--- src/hdl/tmvg_pkg.sv ---
// Shared types, constants and helper functions of the torus vertex generator.
// No dependencies; used by the controller, the datapath and the top level.
package tmvg_pkg;

	// Default phase resolution in bits (one full turn is 2**PHASE_BITS).
	localparam int PHASE_BITS_DEF = 16;

	// Configuration register indexes.
	localparam logic [2:0] REG_MAJOR_RADIUS = 3'd0;
	localparam logic [2:0] REG_RING_RADIUS  = 3'd1;
	localparam logic [2:0] REG_SLICE_COUNT  = 3'd2;
	localparam logic [2:0] REG_ANGLE_STEP   = 3'd3;
	localparam logic [2:0] REG_PHI_START    = 3'd4;
	localparam logic [2:0] REG_UV_STEP      = 3'd5;

	// Configuration reset values.
	localparam logic [15:0] MAJOR_RADIUS_RST = 16'd512;
	localparam logic [15:0] RING_RADIUS_RST  = 16'd256;
	localparam logic [7:0]  SLICE_COUNT_RST  = 8'd16;
	localparam logic [15:0] ANGLE_STEP_RST   = 16'd4096;
	localparam logic [15:0] PHI_START_RST    = 16'd44307;
	localparam logic [19:0] UV_STEP_RST      = 20'd128;

	// Quarter-wave sine polynomial coefficients in unsigned Q30.
	localparam logic [30:0] PC1 = 31'd1686629713;
	localparam logic [30:0] PC3 = 31'd693598669;
	localparam logic [30:0] PC5 = 31'd85569306;
	localparam logic [30:0] PC7 = 31'd5026995;
	localparam logic [30:0] PC9 = 31'd172272;

	// Largest trig magnitude in Q1.15.
	localparam logic [16:0] TRIG_ONE = 17'd32768;

	// Datapath operations issued by the controller.
	typedef enum logic [3:0] {
		OP_NONE,
		OP_START,
		OP_ARG,
		OP_SQ,
		OP_HORN,
		OP_TFIN,
		OP_RLD,
		OP_RFIN,
		OP_YLD,
		OP_YFIN,
		OP_XLD,
		OP_XFIN,
		OP_ZLD,
		OP_ZFIN,
		OP_OUT,
		OP_COMMIT
	} op_t;

	// One command word: the operation and its operand select.
	typedef struct packed {
		op_t        op;
		logic [2:0] sel;
	} cmd_t;

	// Horner coefficient for step k, from the high-order end down.
	function automatic logic [30:0] horner_coef(input logic [1:0] k);
		logic [30:0] c;
		case (k)
			2'd0: c = PC7;
			2'd1: c = PC5;
			2'd2: c = PC3;
			default: c = PC1;
		endcase
		return c;
	endfunction

	// Color as red, green, blue bits for a column position modulo six.
	function automatic logic [2:0] color_lut(input logic [2:0] i);
		logic [2:0] c;
		case (i)
			3'd0: c = 3'd4;
			3'd1: c = 3'd2;
			3'd2: c = 3'd1;
			3'd3: c = 3'd5;
			3'd4: c = 3'd6;
			3'd5: c = 3'd5;
			default: c = 3'd0;
		endcase
		return c;
	endfunction

endpackage

--- src/hdl/tmvg_ctrl.sv ---
// Sequencer of the torus vertex generator: walks the micro-operations of one cell.
// Depends on tmvg_pkg for the command type.
module tmvg_ctrl (
	input  logic            clk,
	input  logic            arst_n,
	input  logic            in_valid,
	output logic            in_ready,
	output logic            out_valid,
	input  logic            out_ready,
	output tmvg_pkg::cmd_t  cmd
);

	typedef enum logic [3:0] {
		S_IDLE,
		S_ARG,
		S_SQ,
		S_HORN,
		S_TFIN,
		S_RLD,
		S_RFIN,
		S_YLD,
		S_YFIN,
		S_XLD,
		S_XFIN,
		S_ZLD,
		S_ZFIN,
		S_OUT
	} state_t;

	state_t     state_q;
	logic [2:0] e_q;
	logic [1:0] k_q;
	logic [1:0] j_q;
	logic       wait_q;
	logic       out_valid_q;

	assign in_ready  = (state_q == S_IDLE);
	assign out_valid = out_valid_q;

	// Command decode from the current step.
	always_comb begin
		cmd.op  = tmvg_pkg::OP_NONE;
		cmd.sel = 3'd0;
		if (!wait_q) begin
			case (state_q)
				S_IDLE: begin
					if (in_valid) begin
						cmd.op = tmvg_pkg::OP_START;
					end
				end
				S_ARG: begin
					cmd.op  = tmvg_pkg::OP_ARG;
					cmd.sel = e_q;
				end
				S_SQ: begin
					cmd.op = tmvg_pkg::OP_SQ;
				end
				S_HORN: begin
					cmd.op  = tmvg_pkg::OP_HORN;
					cmd.sel = {1'b0, k_q};
				end
				S_TFIN: begin
					cmd.op  = tmvg_pkg::OP_TFIN;
					cmd.sel = e_q;
				end
				S_RLD: begin
					cmd.op  = tmvg_pkg::OP_RLD;
					cmd.sel = {1'b0, j_q};
				end
				S_RFIN: begin
					cmd.op  = tmvg_pkg::OP_RFIN;
					cmd.sel = {1'b0, j_q};
				end
				S_YLD: begin
					cmd.op  = tmvg_pkg::OP_YLD;
					cmd.sel = {1'b0, j_q};
				end
				S_YFIN: begin
					cmd.op  = tmvg_pkg::OP_YFIN;
					cmd.sel = {1'b0, j_q};
				end
				S_XLD: begin
					cmd.op  = tmvg_pkg::OP_XLD;
					cmd.sel = {1'b0, j_q};
				end
				S_XFIN: begin
					cmd.op  = tmvg_pkg::OP_XFIN;
					cmd.sel = {1'b0, j_q};
				end
				S_ZLD: begin
					cmd.op  = tmvg_pkg::OP_ZLD;
					cmd.sel = {1'b0, j_q};
				end
				S_ZFIN: begin
					cmd.op  = tmvg_pkg::OP_ZFIN;
					cmd.sel = {1'b0, j_q};
				end
				S_OUT: begin
					if (!out_valid_q) begin
						cmd.op  = tmvg_pkg::OP_OUT;
						cmd.sel = {1'b0, j_q};
					end else if (out_ready) begin
						if (j_q == 2'd3) begin
							cmd.op = tmvg_pkg::OP_COMMIT;
						end else begin
							cmd.op  = tmvg_pkg::OP_OUT;
							cmd.sel = {1'b0, j_q + 2'd1};
						end
					end
				end
				default: begin
					cmd.op = tmvg_pkg::OP_NONE;
				end
			endcase
		end
	end

	// State and counters. A step that loads the multiplier is followed by an idle
	// wait state so that its product is registered before it is used.
	always_ff @(posedge clk or negedge arst_n) begin
		if (!arst_n) begin
			state_q     <= S_IDLE;
			e_q         <= 3'd0;
			k_q         <= 2'd0;
			j_q         <= 2'd0;
			wait_q      <= 1'b0;
			out_valid_q <= 1'b0;
		end else if (wait_q) begin
			wait_q <= 1'b0;
		end else begin
			case (state_q)
				S_IDLE: begin
					if (in_valid) begin
						state_q <= S_ARG;
						e_q     <= 3'd0;
					end
				end
				S_ARG: begin
					wait_q  <= 1'b1;
					state_q <= S_SQ;
				end
				S_SQ: begin
					wait_q  <= 1'b1;
					k_q     <= 2'd0;
					state_q <= S_HORN;
				end
				S_HORN: begin
					wait_q <= 1'b1;
					if (k_q == 2'd3) begin
						state_q <= S_TFIN;
					end else begin
						k_q <= k_q + 2'd1;
					end
				end
				S_TFIN: begin
					if (e_q == 3'd7) begin
						j_q     <= 2'd0;
						state_q <= S_RLD;
					end else begin
						e_q     <= e_q + 3'd1;
						state_q <= S_ARG;
					end
				end
				S_RLD: begin
					wait_q  <= 1'b1;
					state_q <= S_RFIN;
				end
				S_RFIN: begin
					state_q <= S_YLD;
				end
				S_YLD: begin
					wait_q  <= 1'b1;
					state_q <= S_YFIN;
				end
				S_YFIN: begin
					if (j_q[0]) begin
						j_q     <= 2'd0;
						state_q <= S_XLD;
					end else begin
						j_q     <= 2'd1;
						state_q <= S_RLD;
					end
				end
				S_XLD: begin
					wait_q  <= 1'b1;
					state_q <= S_XFIN;
				end
				S_XFIN: begin
					state_q <= S_ZLD;
				end
				S_ZLD: begin
					wait_q  <= 1'b1;
					state_q <= S_ZFIN;
				end
				S_ZFIN: begin
					if (j_q == 2'd3) begin
						j_q     <= 2'd0;
						state_q <= S_OUT;
					end else begin
						j_q     <= j_q + 2'd1;
						state_q <= S_XLD;
					end
				end
				S_OUT: begin
					if (!out_valid_q) begin
						out_valid_q <= 1'b1;
					end else if (out_ready) begin
						if (j_q == 2'd3) begin
							out_valid_q <= 1'b0;
							state_q     <= S_IDLE;
						end else begin
							j_q <= j_q + 2'd1;
						end
					end
				end
				default: begin
					state_q <= S_IDLE;
				end
			endcase
		end
	end

endmodule

--- src/hdl/tmvg_dp.sv ---
// Datapath of the torus vertex generator: registers, mesh state, one shared
// multiplier and the vertex output register. Depends on tmvg_pkg.
module tmvg_dp #(
	parameter int PHASE_BITS = tmvg_pkg::PHASE_BITS_DEF
) (
	input  logic               clk,
	input  logic               arst_n,
	input  logic               cfg_valid,
	input  logic [2:0]         cfg_index,
	input  logic [19:0]        cfg_data,
	input  logic               restart,
	input  tmvg_pkg::cmd_t     cmd,
	output logic signed [17:0] pos_x,
	output logic signed [17:0] pos_y,
	output logic signed [17:0] pos_z,
	output logic [19:0]        tex_u,
	output logic [19:0]        tex_v,
	output logic [2:0]         color,
	output logic [17:0]        vertex_number,
	output logic               cell_last,
	output logic               mesh_last
);

	localparam int XSH = 32 - PHASE_BITS;
	localparam logic [PHASE_BITS-1:0] QUARTER = {2'b01, {(PHASE_BITS-2){1'b0}}};
	localparam logic [PHASE_BITS-2:0] QUARTER_ARG = {1'b1, {(PHASE_BITS-2){1'b0}}};

	// Configuration registers.
	logic [15:0] major_q;
	logic [15:0] ring_q;
	logic [7:0]  slice_q;
	logic [15:0] step_q;
	logic [15:0] phis_q;
	logic [19:0] uvs_q;

	// Mesh state.
	logic [PHASE_BITS-1:0] theta_q;
	logic [PHASE_BITS-1:0] phi_q;
	logic [19:0]           u_q;
	logic [19:0]           v_q;
	logic [7:0]            col_q;
	logic [7:0]            row_q;
	logic [2:0]            col6_q;
	logic [17:0]           vcnt_q;

	// Working registers of the cell computation.
	logic signed [32:0] ma_q;
	logic signed [32:0] mb_q;
	logic signed [65:0] prod_q;
	logic [30:0]        x_q;
	logic [30:0]        x2_q;
	logic               neg_q;
	logic signed [16:0] tv_q [8];
	logic signed [17:0] rad_q [2];
	logic signed [17:0] yv_q [2];
	logic signed [17:0] xo_q [4];
	logic signed [17:0] zo_q [4];

	// Output register.
	logic signed [17:0] pos_x_q;
	logic signed [17:0] pos_y_q;
	logic signed [17:0] pos_z_q;
	logic [19:0]        tex_u_q;
	logic [19:0]        tex_v_q;
	logic [2:0]         color_q;
	logic [17:0]        vnum_q;
	logic               cell_last_q;
	logic               mesh_last_q;

	// Next-cell values and end-of-row tests.
	logic [PHASE_BITS-1:0] step_p;
	logic [PHASE_BITS-1:0] phi1;
	logic [PHASE_BITS-1:0] theta1;
	logic [19:0]           u1;
	logic [19:0]           v1;
	logic [7:0]            col_inc;
	logic [7:0]            row_inc;
	logic                  col_end;
	logic                  row_end;

	assign step_p  = PHASE_BITS'(step_q);
	assign phi1    = phi_q + step_p;
	assign theta1  = theta_q + step_p;
	assign u1      = u_q + uvs_q;
	assign v1      = v_q + uvs_q;
	assign col_inc = col_q + 8'd1;
	assign row_inc = row_q + 8'd1;
	assign col_end = (col_inc == slice_q);
	assign row_end = (row_inc == slice_q);

	// Trig argument: pick the phase, shift cosine by a quarter turn, fold into
	// the first quadrant and scale to Q30.
	logic [PHASE_BITS-1:0] ph_sel;
	logic [PHASE_BITS-1:0] ph_adj;
	logic [1:0]            quad;
	logic [PHASE_BITS-3:0] frac;
	logic [PHASE_BITS-2:0] arg;
	logic [30:0]           x_arg;

	always_comb begin
		case (cmd.sel[2:1])
			2'd0: ph_sel = phi_q;
			2'd1: ph_sel = phi1;
			2'd2: ph_sel = theta_q;
			default: ph_sel = theta1;
		endcase
		ph_adj = ph_sel + (cmd.sel[0] ? QUARTER : '0);
		quad   = ph_adj[PHASE_BITS-1:PHASE_BITS-2];
		frac   = ph_adj[PHASE_BITS-3:0];
		arg    = quad[0] ? (QUARTER_ARG - {1'b0, frac}) : {1'b0, frac};
		x_arg  = {arg, {XSH{1'b0}}};
	end

	// Product scaling for the polynomial and the two rounding forms.
	logic [30:0]        prod_hi;
	logic [30:0]        hterm;
	logic [31:0]        tsum;
	logic [16:0]        tmag;
	logic [16:0]        tcap;
	logic signed [16:0] tval;
	logic signed [65:0] rsum;
	logic signed [17:0] rnd18;

	assign prod_hi = prod_q[60:30];
	assign hterm   = tmvg_pkg::horner_coef(cmd.sel[1:0]) - prod_hi;
	assign tsum    = {1'b0, prod_hi} + 32'd16384;
	assign tmag    = tsum[31:15];
	assign tcap    = (tmag > tmvg_pkg::TRIG_ONE) ? tmvg_pkg::TRIG_ONE : tmag;
	assign tval    = neg_q ? $signed(17'd0 - tcap) : $signed(tcap);
	assign rsum    = prod_q + 66'sd16384;
	assign rnd18   = $signed(rsum[32:15]);

	// Trig value read for the position products.
	logic [2:0] tv_idx;

	always_comb begin
		case (cmd.op)
			tmvg_pkg::OP_RLD: tv_idx = {1'b0, cmd.sel[0], 1'b1};
			tmvg_pkg::OP_YLD: tv_idx = {1'b0, cmd.sel[0], 1'b0};
			tmvg_pkg::OP_XLD: tv_idx = {1'b1, cmd.sel[1] ^ cmd.sel[0], 1'b1};
			tmvg_pkg::OP_ZLD: tv_idx = {1'b1, cmd.sel[1] ^ cmd.sel[0], 1'b0};
			default: tv_idx = 3'd0;
		endcase
	end

	// Configuration writes and mesh state.
	always_ff @(posedge clk or negedge arst_n) begin
		if (!arst_n) begin
			major_q <= tmvg_pkg::MAJOR_RADIUS_RST;
			ring_q  <= tmvg_pkg::RING_RADIUS_RST;
			slice_q <= tmvg_pkg::SLICE_COUNT_RST;
			step_q  <= tmvg_pkg::ANGLE_STEP_RST;
			phis_q  <= tmvg_pkg::PHI_START_RST;
			uvs_q   <= tmvg_pkg::UV_STEP_RST;
			theta_q <= '0;
			phi_q   <= PHASE_BITS'(tmvg_pkg::PHI_START_RST);
			u_q     <= '0;
			v_q     <= '0;
			col_q   <= '0;
			row_q   <= '0;
			col6_q  <= '0;
			vcnt_q  <= '0;
		end else begin
			if (cfg_valid) begin
				case (cfg_index)
					tmvg_pkg::REG_MAJOR_RADIUS: major_q <= cfg_data[15:0];
					tmvg_pkg::REG_RING_RADIUS:  ring_q  <= cfg_data[15:0];
					tmvg_pkg::REG_SLICE_COUNT:  slice_q <= cfg_data[7:0];
					tmvg_pkg::REG_ANGLE_STEP:   step_q  <= cfg_data[15:0];
					tmvg_pkg::REG_PHI_START:    phis_q  <= cfg_data[15:0];
					tmvg_pkg::REG_UV_STEP:      uvs_q   <= cfg_data;
					default: ;
				endcase
			end
			if (cmd.op == tmvg_pkg::OP_START && restart) begin
				theta_q <= '0;
				phi_q   <= PHASE_BITS'(phis_q);
				u_q     <= '0;
				v_q     <= '0;
				col_q   <= '0;
				row_q   <= '0;
				col6_q  <= '0;
				vcnt_q  <= '0;
			end else if (cmd.op == tmvg_pkg::OP_COMMIT) begin
				phi_q  <= phi1;
				u_q    <= u1;
				vcnt_q <= vcnt_q + 18'd4;
				if (col_end) begin
					col_q  <= '0;
					col6_q <= '0;
					if (row_end) begin
						row_q   <= '0;
						theta_q <= '0;
						v_q     <= '0;
						vcnt_q  <= '0;
					end else begin
						row_q   <= row_inc;
						theta_q <= theta1;
						v_q     <= v1;
					end
				end else begin
					col_q <= col_inc;
					// The counter wraps through zero when it runs past 255.
					if (col_q == 8'hFF || col6_q == 3'd5) begin
						col6_q <= '0;
					end else begin
						col6_q <= col6_q + 3'd1;
					end
				end
			end
		end
	end

	// Shared multiplier and the micro-operations of one cell.
	always_ff @(posedge clk) begin
		prod_q <= ma_q * mb_q;
		case (cmd.op)
			tmvg_pkg::OP_ARG: begin
				x_q   <= x_arg;
				neg_q <= quad[1];
				ma_q  <= $signed({2'b00, x_arg});
				mb_q  <= $signed({2'b00, x_arg});
			end
			tmvg_pkg::OP_SQ: begin
				x2_q <= prod_hi;
				ma_q <= $signed({2'b00, prod_hi});
				mb_q <= $signed({2'b00, tmvg_pkg::PC9});
			end
			tmvg_pkg::OP_HORN: begin
				ma_q <= (cmd.sel[1:0] == 2'd3) ? $signed({2'b00, x_q}) : $signed({2'b00, x2_q});
				mb_q <= $signed({2'b00, hterm});
			end
			tmvg_pkg::OP_TFIN: begin
				tv_q[cmd.sel] <= tval;
			end
			tmvg_pkg::OP_RLD, tmvg_pkg::OP_YLD: begin
				ma_q <= $signed({17'd0, ring_q});
				mb_q <= 33'(tv_q[tv_idx]);
			end
			tmvg_pkg::OP_RFIN: begin
				rad_q[cmd.sel[0]] <= $signed({2'b00, major_q}) + rnd18;
			end
			tmvg_pkg::OP_YFIN: begin
				yv_q[cmd.sel[0]] <= rnd18;
			end
			tmvg_pkg::OP_XLD, tmvg_pkg::OP_ZLD: begin
				ma_q <= 33'(rad_q[cmd.sel[1]]);
				mb_q <= 33'(tv_q[tv_idx]);
			end
			tmvg_pkg::OP_XFIN: begin
				xo_q[cmd.sel[1:0]] <= rnd18;
			end
			tmvg_pkg::OP_ZFIN: begin
				zo_q[cmd.sel[1:0]] <= rnd18;
			end
			tmvg_pkg::OP_OUT: begin
				pos_x_q     <= xo_q[cmd.sel[1:0]];
				pos_y_q     <= yv_q[cmd.sel[1]];
				pos_z_q     <= zo_q[cmd.sel[1:0]];
				tex_u_q     <= cmd.sel[1] ? u1 : u_q;
				tex_v_q     <= (cmd.sel[1] ^ cmd.sel[0]) ? v1 : v_q;
				color_q     <= tmvg_pkg::color_lut(col6_q);
				vnum_q      <= vcnt_q + 18'(cmd.sel[1:0]);
				cell_last_q <= (cmd.sel[1:0] == 2'd3);
				mesh_last_q <= (cmd.sel[1:0] == 2'd3) && col_end && row_end;
			end
			default: ;
		endcase
	end

	assign pos_x         = pos_x_q;
	assign pos_y         = pos_y_q;
	assign pos_z         = pos_z_q;
	assign tex_u         = tex_u_q;
	assign tex_v         = tex_v_q;
	assign color         = color_q;
	assign vertex_number = vnum_q;
	assign cell_last     = cell_last_q;
	assign mesh_last     = mesh_last_q;

endmodule

--- src/hdl/torus_mesh_vertex_generator.sv ---
// Torus mesh vertex generator. Each accepted word requests the next quad cell
// and returns four vertex words: bottom-left, top-left, top-right, bottom-right.
// The work of one cell is paced by the single shared 33x33 multiplier: eight
// sine and cosine evaluations of six products each, then four radial and
// height products and eight x and z products, each product followed by a wait
// state while it is registered. A new cell is accepted only after its last
// vertex is taken. The configuration port is always ready; write it only while
// the block is idle.
// Depends on tmvg_pkg, tmvg_ctrl and tmvg_dp.
module torus_mesh_vertex_generator #(
	parameter int PHASE_BITS = tmvg_pkg::PHASE_BITS_DEF
) (
	input  logic               clk,
	input  logic               arst_n,
	input  logic               in_valid,
	output logic               in_ready,
	input  logic               restart,
	output logic               out_valid,
	input  logic               out_ready,
	output logic signed [17:0] pos_x,
	output logic signed [17:0] pos_y,
	output logic signed [17:0] pos_z,
	output logic [19:0]        tex_u,
	output logic [19:0]        tex_v,
	output logic [2:0]         color,
	output logic [17:0]        vertex_number,
	output logic               cell_last,
	output logic               mesh_last,
	input  logic               cfg_valid,
	output logic               cfg_ready,
	input  logic [2:0]         cfg_index,
	input  logic [19:0]        cfg_data
);

	tmvg_pkg::cmd_t cmd;

	// Register writes are never stalled.
	assign cfg_ready = 1'b1;

	// Sequencer.
	tmvg_ctrl u_ctrl (
		.clk       (clk),
		.arst_n    (arst_n),
		.in_valid  (in_valid),
		.in_ready  (in_ready),
		.out_valid (out_valid),
		.out_ready (out_ready),
		.cmd       (cmd)
	);

	// Arithmetic, state and output register.
	tmvg_dp #(
		.PHASE_BITS (PHASE_BITS)
	) u_dp (
		.clk           (clk),
		.arst_n        (arst_n),
		.cfg_valid     (cfg_valid),
		.cfg_index     (cfg_index),
		.cfg_data      (cfg_data),
		.restart       (restart),
		.cmd           (cmd),
		.pos_x         (pos_x),
		.pos_y         (pos_y),
		.pos_z         (pos_z),
		.tex_u         (tex_u),
		.tex_v         (tex_v),
		.color         (color),
		.vertex_number (vertex_number),
		.cell_last     (cell_last),
		.mesh_last     (mesh_last)
	);

endmodule

--- config.mk ---
export PLATFORM = sky130hd
export DESIGN_NAME = torus_mesh_vertex_generator
export DESIGN_NICKNAME = d
export VERILOG_FILES = /design/src/hdl/tmvg_pkg.sv /design/src/hdl/tmvg_ctrl.sv /design/src/hdl/tmvg_dp.sv /design/src/hdl/torus_mesh_vertex_generator.sv
export SDC_FILE = /design/constraint.sdc
export NUM_CORES = 2
export LEC_CHECK = 0
export BUFFER_PORTS_ARGS = -buffer_cell sky130_fd_sc_hd__buf_2
export CAP_MARGIN = 20
export CORE_MARGIN = 5
export CORE_UTILIZATION = 45
export CTS_CLUSTER_DIAMETER = 60
export DETAILED_ROUTE_END_ITERATION = 10
export GPL_ROUTABILITY_DRIVEN = 0
export PLACE_DENSITY_LB_ADDON = 0.25
export SLEW_MARGIN = 30
export SYNTH_ARGS = -nofsm -noshare
export SYNTH_HDL_FRONTEND = slang
export SYNTH_SLANG_ARGS = --single-unit
--- constraint.sdc ---
create_clock -name clk -period 22.4 [get_ports clk]
set_input_delay 4.48 -clock clk [delete_from_list [all_inputs] [get_ports clk]]
set_output_delay 4.48 -clock clk [all_outputs]
set_load 0.005 [all_outputs]
==> impl_metrics.json <==
{
  "cts.repair_timing.setup_buffer_count": 0,
  "area_taken_by_multi_input_logic_gates_um2": 45200,
  "globalRouteMet2Util": 0.394,
  "max-clock-path-buffers": 3,
  "initial_utilization": 0.451,
  "boundaryPins": 149,
  "clock_sink_count": 839,
  "cts-buffers-inserted": 88,
  "crit_path_frequent_cell": "a21oi_1",
  "drt-initial-drc-count": 3601,
  "setup_violations": 0,
  "groute.layer.met3.usage": 0.0369,
  "worstPathMaxFanout": 44,
  "max_stage_delay_ns": 0.51,
  "num_rows": 149,
  "crit_slowest_cell": "buf_4",
  "cts_hold_buffers": 0,
  "slew-limit-headroom": 0.329,
  "run_status": "finished, final reports clean",
  "final_core_utilization": 0.490,
  "setup.worst_path.end_class": "flop",
  "cell_count_after_synthesis": 6922,
  "insertion_delay_ns": 0.71,
  "setup-tns-final_ns": 0,
  "category_of_cells_accounting_for_the_largest_share_of_critical_path_delay": "compound AO/OA/AOI/OAI gates",
  "synth_top_area_share": 0.290,
  "detailroute.via_count": 50600,
  "synth_sequential_area_ratio": 0.319,
  "track_usage": 0.233,
  "report.final.slew_viol_count": 0,
  "die_footprint_um2": 173000,
  "cts_tree": "built",
  "postSynthRegisterBits": 839,
  "sequential_cell_area_um2": 23700,
  "synth-main-ff-cell": "edfxtp_1",
  "most-common-layout-cells": "inv_1 (1086), fa_1 (1074), nand2_1 (974)",
  "asyncSetResetFlopFracSynth": 0.253,
  "synthDominantAreaCellType": "fa_1",
  "design.final.nets": 8394,
  "ant_nets": 0,
  "worst_hold_path_type": "flop to flop",
  "crit_path_start_kind": "input port",
  "gr-total-overflow": 0,
  "drt_drc_violations_left": 0,
  "max_cap_viols": 0,
  "tightestPinTransition_ns": 1.01,
  "routed_wirelength_um": 200000,
  "fmax_ghz": 0.107,
  "cts-resized-gates": 0,
  "synth-edff-count": 580,
  "core_um2": 164000,
  "die_h_um": 416,
  "final_min_period_over_clock_period": 0.416,
  "synth_nets": 8357,
  "cp_cell_sequence": "buf_2, nand3b_1, o32ai_1, a21oi_1, o211a_1, nand2b_1, inv_2, buf_4, ha_1, a21oi_1, ha_1, and2_1, o31a_1, o21a_1, o21ai_0, a21oi_1, a221o_1, o2111ai_1, a31oi_1, a21oi_1, mux2i_1, or4b_1",
  "path_buf_inv": 3,
  "die_width_um": 416,
  "finalWorstPathRequiredPeriod_ns": 9.33,
  "htree_num_levels": 3,
  "ys_top_cells_by_area": "fa_1 (29%), edfxtp_1 (23%), dfrtp_1 (6.4%), ha_1 (5.6%), inv_1 (5.5%)",
  "finalHoldViolations": 0,
  "vias_in_the_first_global_route": 54100,
  "drive_above_1_share": 0.0896,
  "syn-cell-area_um2": 74200,
  "critical_path_arrival_ns": 9.76,
  "warnings_synthesis": 0,
  "io_buffer_count": 147,
  "rsz0062_at_grt": "false",
  "hpwlAfterDp_um": 146000,
  "worst-endpoint-required_ns": 22.83,
  "critical_path_type": "input port to flop",
  "grt_first_pass_wirelength_um": 316000,
  "first_pass_iters": 6,
  "final.setup_skew_ns": 0.0560,
  "routed_via_density": 5.48,
  "ys_types": 92,
  "area_growth_pct": 8.60,
  "global_route.usage.met1": 0.314,
  "cts_root_buffer": "clkbuf_16",
  "wl_per_cell_um": 21.7,
  "fillers": 14900,
  "layout_commonest_cell": "inv_1",
  "grt.busiest_layer": "met2",
  "post_synth.cell_area_avg_um2": 10.7,
  "initial_antenna_violation_count": 16,
  "maximum_number_of_pins_on_one_net_before_global_route_repair": 97,
  "clk_pin_slew_ns": 0.07
}
==> cell type report <==
type / count / area share
Inverter: 1088 / 0.0508
Clock inverter: 58 / 0.00879
Timing Repair Buffer: 286 / 0.0226
Multi-Input combinational cell: 4656 / 0.561
Clock buffer: 107 / 0.0283
Antenna cell: 3 / 0.0000932
Tap cell: 2189 / 0.0340
Sequential cell: 839 / 0.294
==> registers in the layout, summed over array words and instances, names as in the netlist, 32 cells and up <==
register / flops
u_dp.ma_q: 32
u_dp.mb_q: 32
u_dp.tv_q: 136
u_dp.rad_q: 36
u_dp.yv_q: 36
u_dp.xo_q: 72
u_dp.zo_q: 72
u_dp.prod_q: 47
==> worst register-to-register path: cells and delay by family (launching register included) <==
family | cells | cell delay, ns
buffers and inverters | 8 | 0.81
DFF | 1 | 0.36
AOI/OAI and AO/OA | 9 | 2.94
and+or+nand+nor | 3 | 0.88
adders and majority gates | 9 | 4.12
==> synth_stat cells, drive strengths merged (140+ instances only) <==
| library cell | count |
|---|---|
| and2 | 486 |
| edfxtp | 580 |
| dfrtp | 191 |
| nor2 | 162 |
| fa | 1074 |
| a21oi | 140 |
| clkbuf | 319 |
| inv | 1088 |
| o21ai | 243 |
| nand2 | 975 |
| xnor2 | 174 |
| ha | 332 |
==> worst paths after layout <==
| kind | from | cells past startpoint | slack [ns] | endpoint |
|---|---|---|---|---|
| max | out_ready | 22 | 13.07 | u_dp.mb_q[29]$_DFFE_PP_ |
| min | u_dp.vcnt_q[17]$_DFFE_PN0P_ | 1 | 0.48 | u_dp.vcnt_q[17]$_DFFE_PN0P_ |
| max reg2reg | u_dp.ma_q[18]$_DFFE_PP_ | 29 | 13.19 | u_dp.prod_q[54]$_DFF_P_ |
| min reg2reg | u_dp.vcnt_q[17]$_DFFE_PN0P_ | 1 | 0.48 | u_dp.vcnt_q[17]$_DFFE_PN0P_ |
| max in group asynchronous | arst_n | 3 | 16.90 | u_dp.vcnt_q[9]$_DFFE_PN0P_ |
| min in group asynchronous | arst_n | 1 | 3.75 | u_dp.u_q[14]$_DFFE_PN0P_ |
==> logic make-up (layout without fill, tap and decap cells) <==
kind of cell	count (synthesis)	after routing	synth area share
AOI/OAI and AO/OA	837	837	0.0739
DFF	839	839	0.319
other	2	5	0.000101
adders and majority gates	1406	1406	0.346
xor gates and xnor gates	249	249	0.0295
muxes	175	175	0.0298
and+or+nand+nor	1987	1987	0.129
buffers and inverters	1427	1539	0.0730
==> stage by stage <==
step | cell area [um^2] | cells | setup WS [ns] | hold slack, ns
after floorplan | 74200 | 6922 | 12.47 | 0.403
after global placement | 77500 | 9055 | 12.49 | 0.469
after detailed placement | 77500 | 9057 | 12.47 | 0.460
after CTS | 80500 | 9222 | 13.04 | 0.489
after global routing | 80500 | 9224 | 12.68 | 0.497
final | 80600 | 9226 | 13.07 | 0.485
==> metal layers <==
layer	share of wire	wire length, um	vias up
li1	-	-	22400
met1	0.41	82500	26100
met3	0.069	13900	357
met5	0.00032	63	-
met2	0.49	97400	1772
met4	0.031	6110	8
Power is not shown: default switching activity piles up to over one toggle a cycle in this logic, so the estimate is an artifact.
